**config.mk**
```make
export PLATFORM = sky130hd
export DESIGN_NAME = trace_packet_parser
export DESIGN_NICKNAME = d
export VERILOG_FILES = /design/src/design/tpp_pkg.sv /design/src/design/tpp_front.sv /design/src/design/tpp_queue.sv /design/src/design/tpp_back.sv /design/src/design/trace_packet_parser.sv
export VERILOG_INCLUDE_DIRS = /design/src /design/src/design
export SDC_FILE = /design/constraint.sdc
export NUM_CORES = 1
export LEC_CHECK = 0
export BUFFER_PORTS_ARGS = -buffer_cell sky130_fd_sc_hd__clkbuf_2
export CAP_MARGIN = 20
export CORE_MARGIN = 1
export CORE_UTILIZATION = 58
export CTS_CLUSTER_DIAMETER = 100
export CTS_CLUSTER_SIZE = 10
export DETAILED_ROUTE_END_ITERATION = 10
export PLACE_DENSITY = 0.79
export SYNTH_ARGS = -nofsm -noshare
export SYNTH_HDL_FRONTEND = slang
export SYNTH_HIERARCHICAL = 1
export SYNTH_SLANG_ARGS = --single-unit
```
**constraint.sdc**
```tcl
create_clock -name clk -period 14.2 [get_ports clk]
set_input_delay 1.42 -clock clk [delete_from_list [all_inputs] [get_ports clk]]
set_output_delay 1.42 -clock clk [all_outputs]
set_load 0.1 [all_outputs]
```
**src/design/trace_packet_parser_defines.svh**
```systemverilog
// Assertion macros for the trace packet parser, included by the back part.
`ifndef TRACE_PACKET_PARSER_DEFINES_SVH
`define TRACE_PACKET_PARSER_DEFINES_SVH
// Implication checked on every rising clock edge outside reset.
`define TPP_ASSERT_IMPL(label, clk_i, rst_n, ante, cons) \
	label: assert property (@(posedge clk_i) disable iff (!rst_n) (ante) |-> (cons)) \
		else $error("assertion failed");
// Next-cycle implication checked outside reset.
`define TPP_ASSERT_NEXT(label, clk_i, rst_n, ante, cons) \
	label: assert property (@(posedge clk_i) disable iff (!rst_n) (ante) |=> (cons)) \
		else $error("assertion failed");
`endif

```
**src/design/tpp_pkg.sv**
```systemverilog
// Package with shared types, codes and the header classifier of the trace packet parser.
package tpp_pkg;
	localparam int QueueDepth = 2;

	localparam logic [4:0] KIND_BRANCH = 5'd0;
	localparam logic [4:0] KIND_ALIGN = 5'd1;
	localparam logic [4:0] KIND_CYCLE = 5'd2;
	localparam logic [4:0] KIND_ISYNC = 5'd3;
	localparam logic [4:0] KIND_TRIGGER = 5'd4;
	localparam logic [4:0] KIND_OOO = 5'd5;
	localparam logic [4:0] KIND_STFAIL = 5'd6;
	localparam logic [4:0] KIND_ISYNC_CYC = 5'd7;
	localparam logic [4:0] KIND_BAD_INFO = 5'd8;
	localparam logic [4:0] KIND_PLACEHOLDER = 5'd9;
	localparam logic [4:0] KIND_DATA = 5'd10;
	localparam logic [4:0] KIND_SUPPRESSED = 5'd11;
	localparam logic [4:0] KIND_IGNORE = 5'd12;
	localparam logic [4:0] KIND_NOT_TRACED = 5'd13;
	localparam logic [4:0] KIND_CONTEXT = 5'd14;
	localparam logic [4:0] KIND_EXC_EXIT = 5'd15;
	localparam logic [4:0] KIND_EXC_ENTRY = 5'd16;
	localparam logic [4:0] KIND_RESERVED = 5'd17;
	localparam logic [4:0] KIND_PHEADER = 5'd18;
	localparam logic [4:0] KIND_BAD_PHEADER = 5'd19;

	localparam logic [0:0] REG_CONTEXT_SIZE = 1'b0;
	localparam logic [0:0] REG_ATOM_TIMING = 1'b1;

	// Word carried from the classifier to the packet sequencer.
	typedef struct packed {
		logic [7:0] hbyte;
		logic [4:0] kind;
	} cls_word_t;

	// Header classification, first match in table order.
	function automatic logic [4:0] classify(input logic [7:0] b);
		logic [4:0] k;
		k = KIND_RESERVED;
		if (b[0]) k = KIND_BRANCH;
		else if (b == 8'h00) k = KIND_ALIGN;
		else if (b == 8'h04) k = KIND_CYCLE;
		else if (b == 8'h08) k = KIND_ISYNC;
		else if (b == 8'h0c) k = KIND_TRIGGER;
		else if ((b & 8'h93) == 8'h00) k = KIND_OOO;
		else if (b == 8'h50) k = KIND_STFAIL;
		else if (b == 8'h70) k = KIND_ISYNC_CYC;
		else if ((b & 8'hd3) == 8'h50) k = KIND_PLACEHOLDER;
		else if ((b & 8'hd3) == 8'h12) k = KIND_RESERVED;
		else if ((b & 8'hf3) == 8'h10) k = KIND_RESERVED;
		else if ((b & 8'hf3) == 8'h30) k = KIND_RESERVED;
		else if ((b & 8'hd3) == 8'h02) k = KIND_DATA;
		else if ((b & 8'he3) == 8'h42) k = KIND_RESERVED;
		else if (b == 8'h62) k = KIND_SUPPRESSED;
		else if (b == 8'h66) k = KIND_IGNORE;
		else if ((b & 8'hef) == 8'h6a) k = KIND_NOT_TRACED;
		else if (b == 8'h6e) k = KIND_CONTEXT;
		else if (b == 8'h76) k = KIND_EXC_EXIT;
		else if (b == 8'h7e) k = KIND_EXC_ENTRY;
		else if ((b & 8'hf3) == 8'h72) k = KIND_RESERVED;
		else if ((b & 8'h81) == 8'h80) k = KIND_PHEADER;
		return k;
	endfunction
endpackage

```
**src/design/tpp_front.sv**
```systemverilog
// Front part: takes stream bytes and tags each with its header class.
module tpp_front (
	input  logic                clk,
	input  logic                arst_n,
	input  logic                in_valid,
	input  logic [7:0]          in_byte,
	output logic                in_stall,
	output logic                cw_valid,
	output tpp_pkg::cls_word_t  cw,
	input  logic                cw_stall
);
	logic               valid_q;
	tpp_pkg::cls_word_t word_q;

	// Skid-free output register: refill whenever empty or drained.
	assign in_stall = valid_q && cw_stall;
	assign cw_valid = valid_q;
	assign cw = word_q;

	always_ff @(posedge clk or negedge arst_n) begin
		if (!arst_n) begin
			valid_q <= 1'b0;
		end else if (!in_stall) begin
			valid_q <= in_valid;
		end
	end

	always_ff @(posedge clk) begin
		if (!in_stall && in_valid) begin
			word_q.hbyte <= in_byte;
			word_q.kind <= tpp_pkg::classify(in_byte);
		end
	end
endmodule

```
**src/design/tpp_queue.sv**
```systemverilog
// Short queue between the front and back parts.
module tpp_queue #(
	parameter int Depth = tpp_pkg::QueueDepth
) (
	input  logic                clk,
	input  logic                arst_n,
	input  logic                wr_valid,
	input  tpp_pkg::cls_word_t  wr_word,
	output logic                wr_stall,
	output logic                rd_valid,
	output tpp_pkg::cls_word_t  rd_word,
	input  logic                rd_stall
);
	localparam int AW = (Depth > 1) ? $clog2(Depth) : 1;
	tpp_pkg::cls_word_t mem_q [Depth];
	logic [AW-1:0] wp_q, rp_q;
	logic [AW:0]   cnt_q;
	logic          push, pop;

	assign wr_stall = (cnt_q == (AW+1)'(Depth));
	assign rd_valid = (cnt_q != '0);
	assign rd_word = mem_q[rp_q];
	assign push = wr_valid && !wr_stall;
	assign pop = rd_valid && !rd_stall;

	// Pointer and fill count update.
	always_ff @(posedge clk or negedge arst_n) begin
		if (!arst_n) begin
			wp_q <= '0;
			rp_q <= '0;
			cnt_q <= '0;
		end else begin
			if (push) wp_q <= (wp_q == AW'(Depth-1)) ? '0 : wp_q + 1'b1;
			if (pop) rp_q <= (rp_q == AW'(Depth-1)) ? '0 : rp_q + 1'b1;
			cnt_q <= cnt_q + (AW+1)'(push) - (AW+1)'(pop);
		end
	end

	always_ff @(posedge clk) begin
		if (push) mem_q[wp_q] <= wr_word;
	end
endmodule

```
**src/design/tpp_back.sv**
```systemverilog
// Back part: gathers packet payload bytes and emits finished packets.
`include "trace_packet_parser_defines.svh"
module tpp_back (
	input  logic                clk,
	input  logic                arst_n,
	input  logic [2:0]          context_size,
	input  logic                atom_timing,
	input  logic                cw_valid,
	input  tpp_pkg::cls_word_t  cw,
	output logic                cw_stall,
	output logic                out_valid,
	input  logic                out_stall,
	output logic [4:0]          packet_kind,
	output logic [31:0]         address,
	output logic [4:0]          address_bits,
	output logic [31:0]         cycle_value,
	output logic [31:0]         context_value,
	output logic [31:0]         info_or_data,
	output logic [1:0]          data_size,
	output logic [1:0]          data_tag,
	output logic [4:0]          atom_count,
	output logic [15:0]         atom_executed,
	output logic                atoms_cycle_marked
);
	localparam logic [3:0] PH_HEADER = 4'd0;
	localparam logic [3:0] PH_BRANCH = 4'd1;
	localparam logic [3:0] PH_CYCLE = 4'd2;
	localparam logic [3:0] PH_IS_CTX = 4'd3;
	localparam logic [3:0] PH_IS_INFO = 4'd4;
	localparam logic [3:0] PH_IS_ADDR = 4'd5;
	localparam logic [3:0] PH_IC_CYCLE = 4'd6;
	localparam logic [3:0] PH_IC_CTX = 4'd7;
	localparam logic [3:0] PH_IC_INFO = 4'd8;
	localparam logic [3:0] PH_IC_ADDR = 4'd9;
	localparam logic [3:0] PH_OOO = 4'd10;
	localparam logic [3:0] PH_DADDR = 4'd11;
	localparam logic [3:0] PH_CTX = 4'd12;

	logic [3:0]  phase_q, phase_d;
	logic [7:0]  hdr_q, hdr_d;
	logic [2:0]  idx_q, idx_d;
	logic [31:0] addr_q, addr_d, cyc_q, cyc_d, ctx_q, ctx_d, dat_q, dat_d;
	logic [7:0]  info_q, info_d;
	logic        emit;
	logic [4:0]  o_kind, o_abits, o_n;
	logic [31:0] o_cyc;
	logic [15:0] o_ex;
	logic        o_mark;
	logic        ovalid_q;
	logic [2:0]  clen;
	logic        take;
	logic [7:0]  b;
	logic [4:0]  sh7;
	logic [4:0]  sh8;
	logic [5:0]  e_cnt;
	logic        g7_done;
	logic [31:0] g7_val;
	logic [31:0] r_addr, r_cyc, r_ctx, r_info;
	logic [4:0]  r_abits, r_n;
	logic [1:0]  r_dsize, r_dtag;
	logic [15:0] r_ex;
	logic        r_mark;

	assign clen = (context_size > 3'd4) ? 3'd4 : context_size;
	assign b = cw.hbyte;
	assign cw_stall = ovalid_q && out_stall;
	assign take = cw_valid && !cw_stall;
	assign out_valid = ovalid_q;
	assign sh8 = {idx_q[1:0], 3'b000};

	// Continuation-coded seven-bit group, shared by cycle and data address.
	always_comb begin
		sh7 = 5'(7 * idx_q[1:0]);
		if (idx_q >= 3'd4) begin
			g7_val = {b[3:0], 28'd0};
			g7_done = 1'b1;
		end else begin
			g7_val = 32'(b[6:0]) << sh7;
			g7_done = !b[7];
		end
	end

	// Packet sequencer next state and result formation.
	always_comb begin
		phase_d = phase_q; hdr_d = hdr_q; idx_d = idx_q;
		addr_d = addr_q; cyc_d = cyc_q; ctx_d = ctx_q; dat_d = dat_q; info_d = info_q;
		emit = 1'b0; o_kind = cw.kind; o_abits = '0; o_n = '0; o_cyc = '0;
		o_ex = '0; o_mark = 1'b0; e_cnt = '0;
		case (phase_q)
			PH_HEADER: begin
				hdr_d = b; idx_d = '0;
				addr_d = '0; cyc_d = '0; ctx_d = '0; dat_d = '0; info_d = '0;
				case (cw.kind)
					tpp_pkg::KIND_BRANCH: begin
						addr_d = {24'd0, b[6:0], 1'b0};
						if (b[7]) begin
							phase_d = PH_BRANCH; idx_d = 3'd1;
						end else begin
							emit = 1'b1; o_abits = 5'd7;
						end
					end
					tpp_pkg::KIND_CYCLE: phase_d = PH_CYCLE;
					tpp_pkg::KIND_ISYNC: phase_d = (clen != '0) ? PH_IS_CTX : PH_IS_INFO;
					tpp_pkg::KIND_OOO: begin
						if (b[3:2] == 2'd0) emit = 1'b1;
						else phase_d = PH_OOO;
					end
					tpp_pkg::KIND_ISYNC_CYC: phase_d = PH_IC_CYCLE;
					tpp_pkg::KIND_PLACEHOLDER, tpp_pkg::KIND_DATA: begin
						if (b[5]) phase_d = PH_DADDR;
						else emit = 1'b1;
					end
					tpp_pkg::KIND_CONTEXT: begin
						if (clen != '0) phase_d = PH_CTX;
						else emit = 1'b1;
					end
					tpp_pkg::KIND_PHEADER: begin
						emit = 1'b1;
						if (!atom_timing) begin
							if (b[1:0] == 2'b00) begin
								e_cnt = {2'b00, b[5:2]};
								o_n = 5'(e_cnt) + 5'(b[6]);
								o_ex = 16'((17'd1 << e_cnt) - 17'd1);
							end else if (b[1:0] == 2'b10) begin
								o_n = 5'd2;
								o_ex = {14'd0, b[2], b[3]};
							end
						end else if (b == 8'h80) begin
						end else if ((b & 8'ha3) == 8'h80) begin
							e_cnt = {3'b000, b[4:2]};
							o_n = 5'(e_cnt) + 5'(b[6]);
							o_ex = 16'((17'd1 << e_cnt) - 17'd1);
							o_mark = 1'b1;
						end else if ((b & 8'hf3) == 8'h82) begin
							o_cyc = 32'd1; o_n = 5'd2;
							o_ex = {14'd0, b[2], b[3]};
						end else if ((b & 8'ha3) == 8'ha0) begin
							o_cyc = {29'd0, b[4:2]};
							o_n = {4'd0, b[6]}; o_ex = {15'd0, b[6]};
						end else if ((b & 8'hfb) == 8'h92) begin
						end else begin
							o_kind = tpp_pkg::KIND_BAD_PHEADER;
						end
					end
					default: emit = 1'b1;
				endcase
			end
			PH_BRANCH: begin
				o_kind = tpp_pkg::KIND_BRANCH;
				if (idx_q >= 3'd4) begin
					addr_d = addr_q | {b[2:0], 29'd0};
					emit = 1'b1; o_abits = 5'd31;
				end else begin
					addr_d = addr_q | ((32'(b[6:0]) << sh7) << 1);
					if (b[7]) idx_d = idx_q + 3'd1;
					else begin
						emit = 1'b1; o_abits = 5'(7 * (idx_q + 3'd1));
					end
				end
			end
			PH_CYCLE: begin
				o_kind = tpp_pkg::KIND_CYCLE;
				cyc_d = cyc_q | g7_val;
				if (g7_done) emit = 1'b1;
				else idx_d = idx_q + 3'd1;
			end
			PH_IS_CTX, PH_IC_CTX, PH_CTX: begin
				o_kind = tpp_pkg::KIND_CONTEXT;
				ctx_d = ctx_q | (32'(b) << sh8);
				idx_d = idx_q + 3'd1;
				if (idx_d >= clen) begin
					idx_d = '0;
					if (phase_q == PH_IS_CTX) phase_d = PH_IS_INFO;
					else if (phase_q == PH_IC_CTX) phase_d = PH_IC_INFO;
					else emit = 1'b1;
				end
			end
			PH_IS_INFO: begin
				info_d = b; idx_d = '0; phase_d = PH_IS_ADDR;
			end
			PH_IS_ADDR, PH_IC_ADDR: begin
				o_kind = (phase_q == PH_IS_ADDR) ? tpp_pkg::KIND_ISYNC
					: tpp_pkg::KIND_ISYNC_CYC;
				addr_d = addr_q | (32'(b) << sh8);
				idx_d = idx_q + 3'd1;
				if (idx_d >= 3'd4) emit = 1'b1;
			end
			PH_IC_CYCLE: begin
				cyc_d = cyc_q | g7_val;
				if (g7_done) begin
					idx_d = '0;
					phase_d = (clen != '0) ? PH_IC_CTX : PH_IC_INFO;
				end else idx_d = idx_q + 3'd1;
			end
			PH_IC_INFO: begin
				info_d = b;
				o_kind = tpp_pkg::KIND_BAD_INFO;
				if ((b & 8'h9f) != 8'h09) emit = 1'b1;
				else begin
					idx_d = '0; phase_d = PH_IC_ADDR;
				end
			end
			PH_OOO: begin
				o_kind = tpp_pkg::KIND_OOO;
				dat_d = dat_q | (32'(b) << sh8);
				idx_d = idx_q + 3'd1;
				if (idx_d >= {1'b0, hdr_q[3:2]}) emit = 1'b1;
			end
			PH_DADDR: begin
				o_kind = ((hdr_q & 8'hd3) == 8'h50) ? tpp_pkg::KIND_PLACEHOLDER
					: tpp_pkg::KIND_DATA;
				addr_d = addr_q | g7_val;
				if (g7_done) emit = 1'b1;
				else idx_d = idx_q + 3'd1;
			end
			default: begin
				phase_d = PH_HEADER; idx_d = '0;
			end
		endcase
		if (emit) begin
			phase_d = PH_HEADER; idx_d = '0;
		end
	end

	// Result fields by kind; fields not used by a kind read zero.
	always_comb begin
		r_addr = '0; r_abits = '0; r_cyc = '0; r_ctx = '0; r_info = '0;
		r_dsize = '0; r_dtag = '0; r_n = '0; r_ex = '0; r_mark = 1'b0;
		case (o_kind)
			tpp_pkg::KIND_BRANCH: begin
				r_addr = addr_d & 32'hfffffffc; r_abits = o_abits;
			end
			tpp_pkg::KIND_CYCLE: r_cyc = cyc_d;
			tpp_pkg::KIND_ISYNC: begin
				r_addr = addr_d; r_ctx = ctx_d; r_info = {24'd0, info_d};
			end
			tpp_pkg::KIND_OOO: begin
				r_info = dat_d; r_dsize = hdr_d[3:2]; r_dtag = hdr_d[6:5];
			end
			tpp_pkg::KIND_ISYNC_CYC: begin
				r_addr = addr_d; r_cyc = cyc_d; r_ctx = ctx_d;
				r_info = {24'd0, info_d};
			end
			tpp_pkg::KIND_BAD_INFO: begin
				r_cyc = cyc_d; r_ctx = ctx_d; r_info = {24'd0, info_d};
			end
			tpp_pkg::KIND_PLACEHOLDER, tpp_pkg::KIND_DATA: r_addr = addr_d;
			tpp_pkg::KIND_CONTEXT: r_ctx = ctx_d;
			tpp_pkg::KIND_PHEADER: begin
				r_cyc = o_cyc; r_n = o_n; r_ex = o_ex; r_mark = o_mark;
			end
			default: ;
		endcase
	end

	// Parse state registers.
	always_ff @(posedge clk or negedge arst_n) begin
		if (!arst_n) begin
			phase_q <= PH_HEADER; hdr_q <= '0; idx_q <= '0;
			addr_q <= '0; cyc_q <= '0; ctx_q <= '0; dat_q <= '0; info_q <= '0;
			ovalid_q <= 1'b0;
		end else begin
			if (take) begin
				phase_q <= phase_d; hdr_q <= hdr_d; idx_q <= idx_d;
				addr_q <= addr_d; cyc_q <= cyc_d; ctx_q <= ctx_d;
				dat_q <= dat_d; info_q <= info_d;
			end
			if (!cw_stall) ovalid_q <= take && emit;
		end
	end

	// Result register.
	always_ff @(posedge clk) begin
		if (take && emit) begin
			packet_kind <= o_kind;
			address <= r_addr; address_bits <= r_abits; cycle_value <= r_cyc;
			context_value <= r_ctx; info_or_data <= r_info;
			data_size <= r_dsize; data_tag <= r_dtag;
			atom_count <= r_n; atom_executed <= r_ex; atoms_cycle_marked <= r_mark;
		end
	end

	`TPP_ASSERT_IMPL(a_idx_range, clk, arst_n, 1'b1, idx_q <= 3'd4)
	`TPP_ASSERT_NEXT(a_emit_valid, clk, arst_n, take && emit, out_valid)
	`TPP_ASSERT_NEXT(a_hold_result, clk, arst_n, out_valid && out_stall, out_valid)
	`TPP_ASSERT_IMPL(a_phase_legal, clk, arst_n, 1'b1, phase_q <= PH_CTX)
endmodule

```
**src/design/trace_packet_parser.sv**
```systemverilog
// Top level of the trace packet parser: front classifier, queue and packet sequencer.
// The packet's last byte passes the front register and the queue before the result register raises out_valid.
// Throughput: one stream word per cycle while neither the queue nor the output stalls.
// A two-entry queue lets the classifier keep taking words while the output stalls.
// Reset (arst_n low) clears the parse state, configuration registers and queue; the first word is a header.
module trace_packet_parser #(
	parameter int QueueDepth = tpp_pkg::QueueDepth
) (
	input  logic        clk,
	input  logic        arst_n,
	input  logic        cfg_we,
	input  logic [0:0]  cfg_index,
	input  logic [2:0]  cfg_data,
	input  logic        in_valid,
	output logic        in_stall,
	input  logic [7:0]  stream_byte,
	output logic        out_valid,
	input  logic        out_stall,
	output logic [4:0]  packet_kind,
	output logic [31:0] address,
	output logic [4:0]  address_bits,
	output logic [31:0] cycle_value,
	output logic [31:0] context_value,
	output logic [31:0] info_or_data,
	output logic [1:0]  data_size,
	output logic [1:0]  data_tag,
	output logic [4:0]  atom_count,
	output logic [15:0] atom_executed,
	output logic        atoms_cycle_marked
);
	logic [2:0] context_size_q;
	logic       atom_timing_q;
	logic       f_valid, f_stall, b_valid, b_stall;
	tpp_pkg::cls_word_t f_word, b_word;

	// Configuration registers.
	always_ff @(posedge clk or negedge arst_n) begin
		if (!arst_n) begin
			context_size_q <= '0;
			atom_timing_q <= 1'b0;
		end else if (cfg_we) begin
			case (cfg_index)
				tpp_pkg::REG_CONTEXT_SIZE: context_size_q <= cfg_data;
				tpp_pkg::REG_ATOM_TIMING: atom_timing_q <= cfg_data[0];
				default: ;
			endcase
		end
	end

	tpp_front u_front (
		.clk, .arst_n, .in_valid, .in_byte(stream_byte), .in_stall,
		.cw_valid(f_valid), .cw(f_word), .cw_stall(f_stall)
	);

	tpp_queue #(.Depth(QueueDepth)) u_queue (
		.clk, .arst_n, .wr_valid(f_valid), .wr_word(f_word), .wr_stall(f_stall),
		.rd_valid(b_valid), .rd_word(b_word), .rd_stall(b_stall)
	);

	tpp_back u_back (
		.clk, .arst_n, .context_size(context_size_q), .atom_timing(atom_timing_q),
		.cw_valid(b_valid), .cw(b_word), .cw_stall(b_stall),
		.out_valid, .out_stall, .packet_kind, .address, .address_bits, .cycle_value,
		.context_value, .info_or_data, .data_size, .data_tag, .atom_count,
		.atom_executed, .atoms_cycle_marked
	);
endmodule

```
# After elaboration in Yosys (flattened, before gate mapping)
# Memory sizes are Yosys's and may differ from the RTL's.
# Cells that the tools add are included.
# totals
memories	1
ff_bits	338
romBits	0
latch_bits	0
inputBits	17
wordCells	294
mem_bits_rw	26
# mem_list
name	words	width	rd	rd_ports_with_merged_regs	wr	line	rtl
u_queue.mem_q	2	13	1	0	1	tpp_queue.sv:15	tpp_pkg::cls_word_t mem_q [Depth];
# classes
reduce_logical	43
addsub	10
order_cmp	5
n_shift	4
bitwise	12
multipliers	2
n_eq_ne	70
div_mod_pow	0
muxes	114
# ops
op	count
one-hot mux 32 bit (2 select lines)	6
two-way mux 32 bit	8
OR 32 bit	7
two-way mux 5 bit	27
one-hot mux 32 bit (4 select lines)	1
two-way mux 16 bit	5
== test 8 x 7 -> 1 bit, second input constant	7
two-way mux 3 bit	17
== test 5 x 4 -> 1 bit, second input constant	10
two-way mux 4 bit	12
one-hot mux 5 bit (8 select lines)	1
multiplier 3 x 32 -> 5 bit, first input constant	1
<< shifter 7 x 5 -> 32 bit	1
<< shifter 8 x 5 -> 32 bit	1
subtractor 16 x 1 -> 16 bit, second input constant	2
== test 4 bit, second input constant	7
one-hot mux 4 bit (7 select lines)	1
== test 5 x 2 -> 1 bit, second input constant	5
== test 5 x 3 -> 1 bit, second input constant	5
one-hot mux 4 bit (6 select lines)	1
two-way mux 1 bit	22
one-hot mux 3 bit (7 select lines)	1
== test 4 x 3 -> 1 bit, second input constant	4
== test 8 x 4 -> 1 bit, second input constant	2
61 further kinds	106

# Depth between registers and ports, before layout
# logic_depth
ltp_word	22
mapped_depth	12

# Modules after synthesis
# The synthesis kept the hierarchy.
# by_module_without_submodules
mod	area_each_um2	cells_per_inst	n_inst	seq_area_each_um2
tpp_back	15152.0	1539	1	8728.4
tpp_queue	1148.6	58	1	880.8
tpp_front	708.2	64	1	415.4
trace_packet_parser	177.7	10	1	100.1

# Worst setup path before layout
# No wires, ideal clock.
# synth_timing
path_type	input to register
from	in out_stall
to	reg u_back.address[0] (enable)
t_required_ps	13458
setup_slack_ps	3648
path_stages	4
path_buffers	1
t_arrival_ps	9810
path_cell_list	nand2_1 nand2_1 clkbuf_1 a21oi_1
# synth_between
elab_chain_len	4
# synth_rtl
element	line	rtl
start: declaration	trace_packet_parser.sv:18	input logic out_stall,
logical AND 1 bit	tpp_back.sv:66	assign cw_stall = ovalid_q && out_stall;
zero test 1 bit	tpp_back.sv:67	assign take = cw_valid && !cw_stall;
logical AND 1 bit	tpp_back.sv:67	
logical AND 1 bit	tpp_back.sv:274	if (take && emit) begin
end signal: assignment	tpp_back.sv:276	address <= r_addr; address_bits <= r_abits; cycle_value <= r_cyc;
end: declaration	tpp_back.sv:14	output logic [31:0] address,
# No other way between the ends.
# A chain may end at the register's enable or synchronous reset.

# Final worst setup path
# layout_timing
from	reg u_back.idx_q[0]
to	reg u_back.context_value[19] (enable)
# layout_between
elab_chain_len	5
word_cells_on_any_way	13
cone_classes	1 x add/sub; 4 x order compare; 7 x mux; 1 x reduce/logical
# layout_rtl
element	line	rtl
start: declaration	tpp_back.sv:41	logic [2:0] idx_q, idx_d;
start signal: assignment	tpp_back.sv:264	phase_q <= phase_d; hdr_q <= hdr_d; idx_q <= idx_d;
adder 3 x 1 -> 3 bit or greater-or-equal comparator 3 bit (tied branches)	-	
greater-or-equal comparator 3 x 2 -> 1 bit, or another cell as far along	tpp_back.sv:207	if (idx_d >= {1'b0, hdr_q[3:2]}) emit = 1'b1;
two-way mux 1 bit, on equally long branches	-	
one-hot mux 1 bit (7 select lines) (*)	tpp_back.sv:89	case (phase_q)
logical AND 1 bit (*)	tpp_back.sv:274	
end signal: assignment	tpp_back.sv:277	context_value <= r_ctx; info_or_data <= r_info;
end: declaration	tpp_back.sv:17	output logic [31:0] context_value,
# Every way passes the cells marked *; elsewhere a longest branch is shown, timed or not.

==> metrics.md <==
| Metric | Value |
|---|---|
| Number of port buffers | `182` |
| Vias | `13900` |
| Hold WC Path Type | `flip-flop to flip-flop` |
| Mapped Nets | `1705` |
| Status | `finished, final reports clean` |
| Die area | `0.0303 mm2` |
| Post-cts sizing count | `0` |
| Clk sinks | `364` |
| Most frequent cells in the layout | `nor2_1, a21oi_1, edfxtp_1, clkbuf_2, dfrtp_1` |
| Register area | `0.0101 mm2` |
| Skew-Pair Late Insertion Delay | `540 ps` |
| Vias per cell | `6.32` |
| First-pass GRT wire length | `72.0 mm` |
| Slew Viols, Final | `0` |
| WL final | `46.4 mm` |
| Async SR Flop Fraction | `0.442` |
| Met2 WL post-DR | `21.3 mm` |
| Top Ports | `183` |
| Hold path start | `u_front/cw[7]` |
| EDFF count, synth | `203` |
| Largest net degree at the start of global routing | `96` |
| # diodes | `0` |
| Number of distinct library cells after synthesis | `81` |
| Beginning of the worst register-to-register path | `u_back/idx_q[0]` |
| Sequential area share after synthesis | `0.589` |
| Final HPWL DP | `29.6 mm` |
| Final RePlAce weighted congestion | `0.991` |
| Grt total ovfl | `0` |
| CTS tree | `done` |
| Cell taking the most area after synthesis | `edfxtp_1` |
| RSZ-0062 raised after global routing | `false` |
| CTS hold repair buffers | `0` |
| Crit. End Element | `flip-flop` |
| Die height | `174 um` |
| Mapped Area | `0.0172 mm2` |
| Post-Place Cells | `2123` |
| Top Metal Used | `met4` |
| Dominant cells by area after synthesis | `edfxtp_1, dfrtp_1, a21oi_1` |
| R2R Setup Slk | `8730 ps` |
| Num rows | `62` |
| Core area | `0.0289 mm2` |
| Final Non-Filler Cells | `2205` |
| CP startpoint | `u_back/idx_q[0]` |
| Setup Viol. Count Final | `0` |
| Initial antenna violation count | `1` |
| Highest clock rate | `0.183 GHz` |
| Drt drc | `0` |
| Final critical-path required period | `5470 ps` |
| Post-Syn Area per Cell | `10.3 um2` |
| Avg WL per Cell | `21.0 um` |
| Number of nets in the layout | `1822` |
| M1 WL | `18.7 mm` |
| Setup TNS | `0 ps` |
| Area occupied by multi-input gates | `0.00643 mm2` |
| Clock Skews | `19.5 ps` |
| Arr. time, crit path | `5640 ps` |
| Commonest non-fill, non-tap cell in the layout | `nor2_1` |
| GRT Resource Usage Total | `0.305` |
| Req. time, crit path | `14370 ps` |
| Slew HR | `0.295` |
| Clk buf depth | `3` |
| Post-layout util | `0.674` |
| Worst Setup Start Kind | `flip-flop` |
| Ys flop type | `edfxtp_1` |
| Cts bufs inserted | `42` |
| Hold Vio Cnt, Final | `0` |
| Post-CTS Setup Bufs | `0` |
| Clock-pin slew on the worst setup and hold paths | `60 ps` |
| Final Cycle Share | `0.385` |
| Clock root buffer | `clkbuf_16` |
| Share of cells above drive strength 1 | `0.175` |
| Vias in the first global route | `12900` |
| Worst slew pin tran | `1050 ps` |
| P&R area growth vs syn | `13.4%` |
| Fillcell total | `2258` |
| Synth Warn # | `6` |
| TritonRoute pass-1 iters | `9` |
| Register bit total from synthesis | `364` |
| Wire length on met3 | `4.80 mm` |
| Syn Inst Count | `1671` |
| Top cell type's share of synthesized area | `0.355` |
| H-tree levels | `2` |
| Initial Util | `0.594` |
| Critical path fanouts, max | `82` |
| Max_cap viols | `0` |
| Die Wd | `174 um` |
| Starting DRT DRC Count | `2046` |
| Crit path kind | `flip-flop to flip-flop` |
| ANT nets after route | `0` |
## routing by layer
| metal | vias up | track usage |
|---|---|---|
| met2 | 857 | 0.468 |
| met3 | 107 | 0.0621 |
| met4 | 0 | 0.106 |
| met5 | - | 0 |
| met1 | 6692 | 0.434 |
| li1 | 6279 | - |
## metrics by stage
stage          setup slack (ps)  hold WS (ps)  area (um2)
2_1_floorplan              3650           421       17200
3_3_place_gp               8980           425       18200
3_5_place_dp               8750           434       18200
4_1_cts                    8750           442       19400
5_1_grt                    8210           449       19500
6_report                   8730           440       19500
## logic make-up (layout without fill, tap and decap cells)
group	Yosys count	count (layout)	share of synthesized area
xor gates and xnor gates	15	15	0.00764
and+or+nand+nor	613	613	0.165
adders and majority gates	17	17	0.0132
AOI/OAI and AO/OA	482	482	0.170
DFF	364	364	0.589
buffers and inverters	158	308	0.0399
muxes	22	22	0.0153
## layout make-up
type / instances / area share
Clock inverter: 3 / 0.00193
Inverter: 23 / 0.00443
Multi-Input combinational cell: 1149 / 0.330
Clock buffer: 74 / 0.0612
Timing Repair Buffer: 208 / 0.0581
Tap cell: 384 / 0.0247
Sequential cell: 364 / 0.520
## synth_stat cells, types with 7 or more instances
cell type	number
a211oi_1	8
a21oi_1	229
a221oi_1	12
a222oi_1	14
a22oi_1	47
a31oi_1	26
and2_1	14
and3_1	36
buf_1	7
buf_2	14
buf_6	8
clkbuf_1	100
dfrtp_1	161
edfxtp_1	203
ha_1	15
inv_1	23
mux2_2	18
nand2_1	158
nand2b_1	17
nand3_1	17
nor2_1	266
nor2b_1	9
nor3_1	33
o21a_1	7
o21ai_0	73
o22ai_1	25
or2_2	8
xnor2_1	10
## path summary, 6_finish.rpt
check,end,cells past startpoint
worst max register to register,u_back/context_value[19],10
max in group asynchronous,u_back/cyc_q[23],2
worst max-delay path,u_back/context_value[19],10
worst min register to register,u_queue/mem_q[1][7],0
min in group asynchronous,u_queue/cnt_q[1],1
worst min-delay path,u_queue/mem_q[1][7],0
## registers in the layout (all words and copies together), names as in the netlist, 26 cells and up
name	flops
u_back/dat_q	32
u_back/info_or_data	32
u_back/address	32
u_queue/mem_q	26
u_back/ctx_q	32
u_back/addr_q	32
u_back/cyc_q	32
u_back/context_value	32
u_back/cycle_value	32
## worst max-delay path: stages, from the launching register on
cell and delay (ps):
dfrtp_1 830, inv_1 370, ha_1 480, ha_1 320, nand2_1 40, o21ai_0 280
and3_1 220, nor3_1 90, a21oi_4 810, buf_4 880, buf_4 690
Power is left out: the tool's default activity adds up to more than one toggle a clock period on the data nets, which glitch-free logic cannot reach.
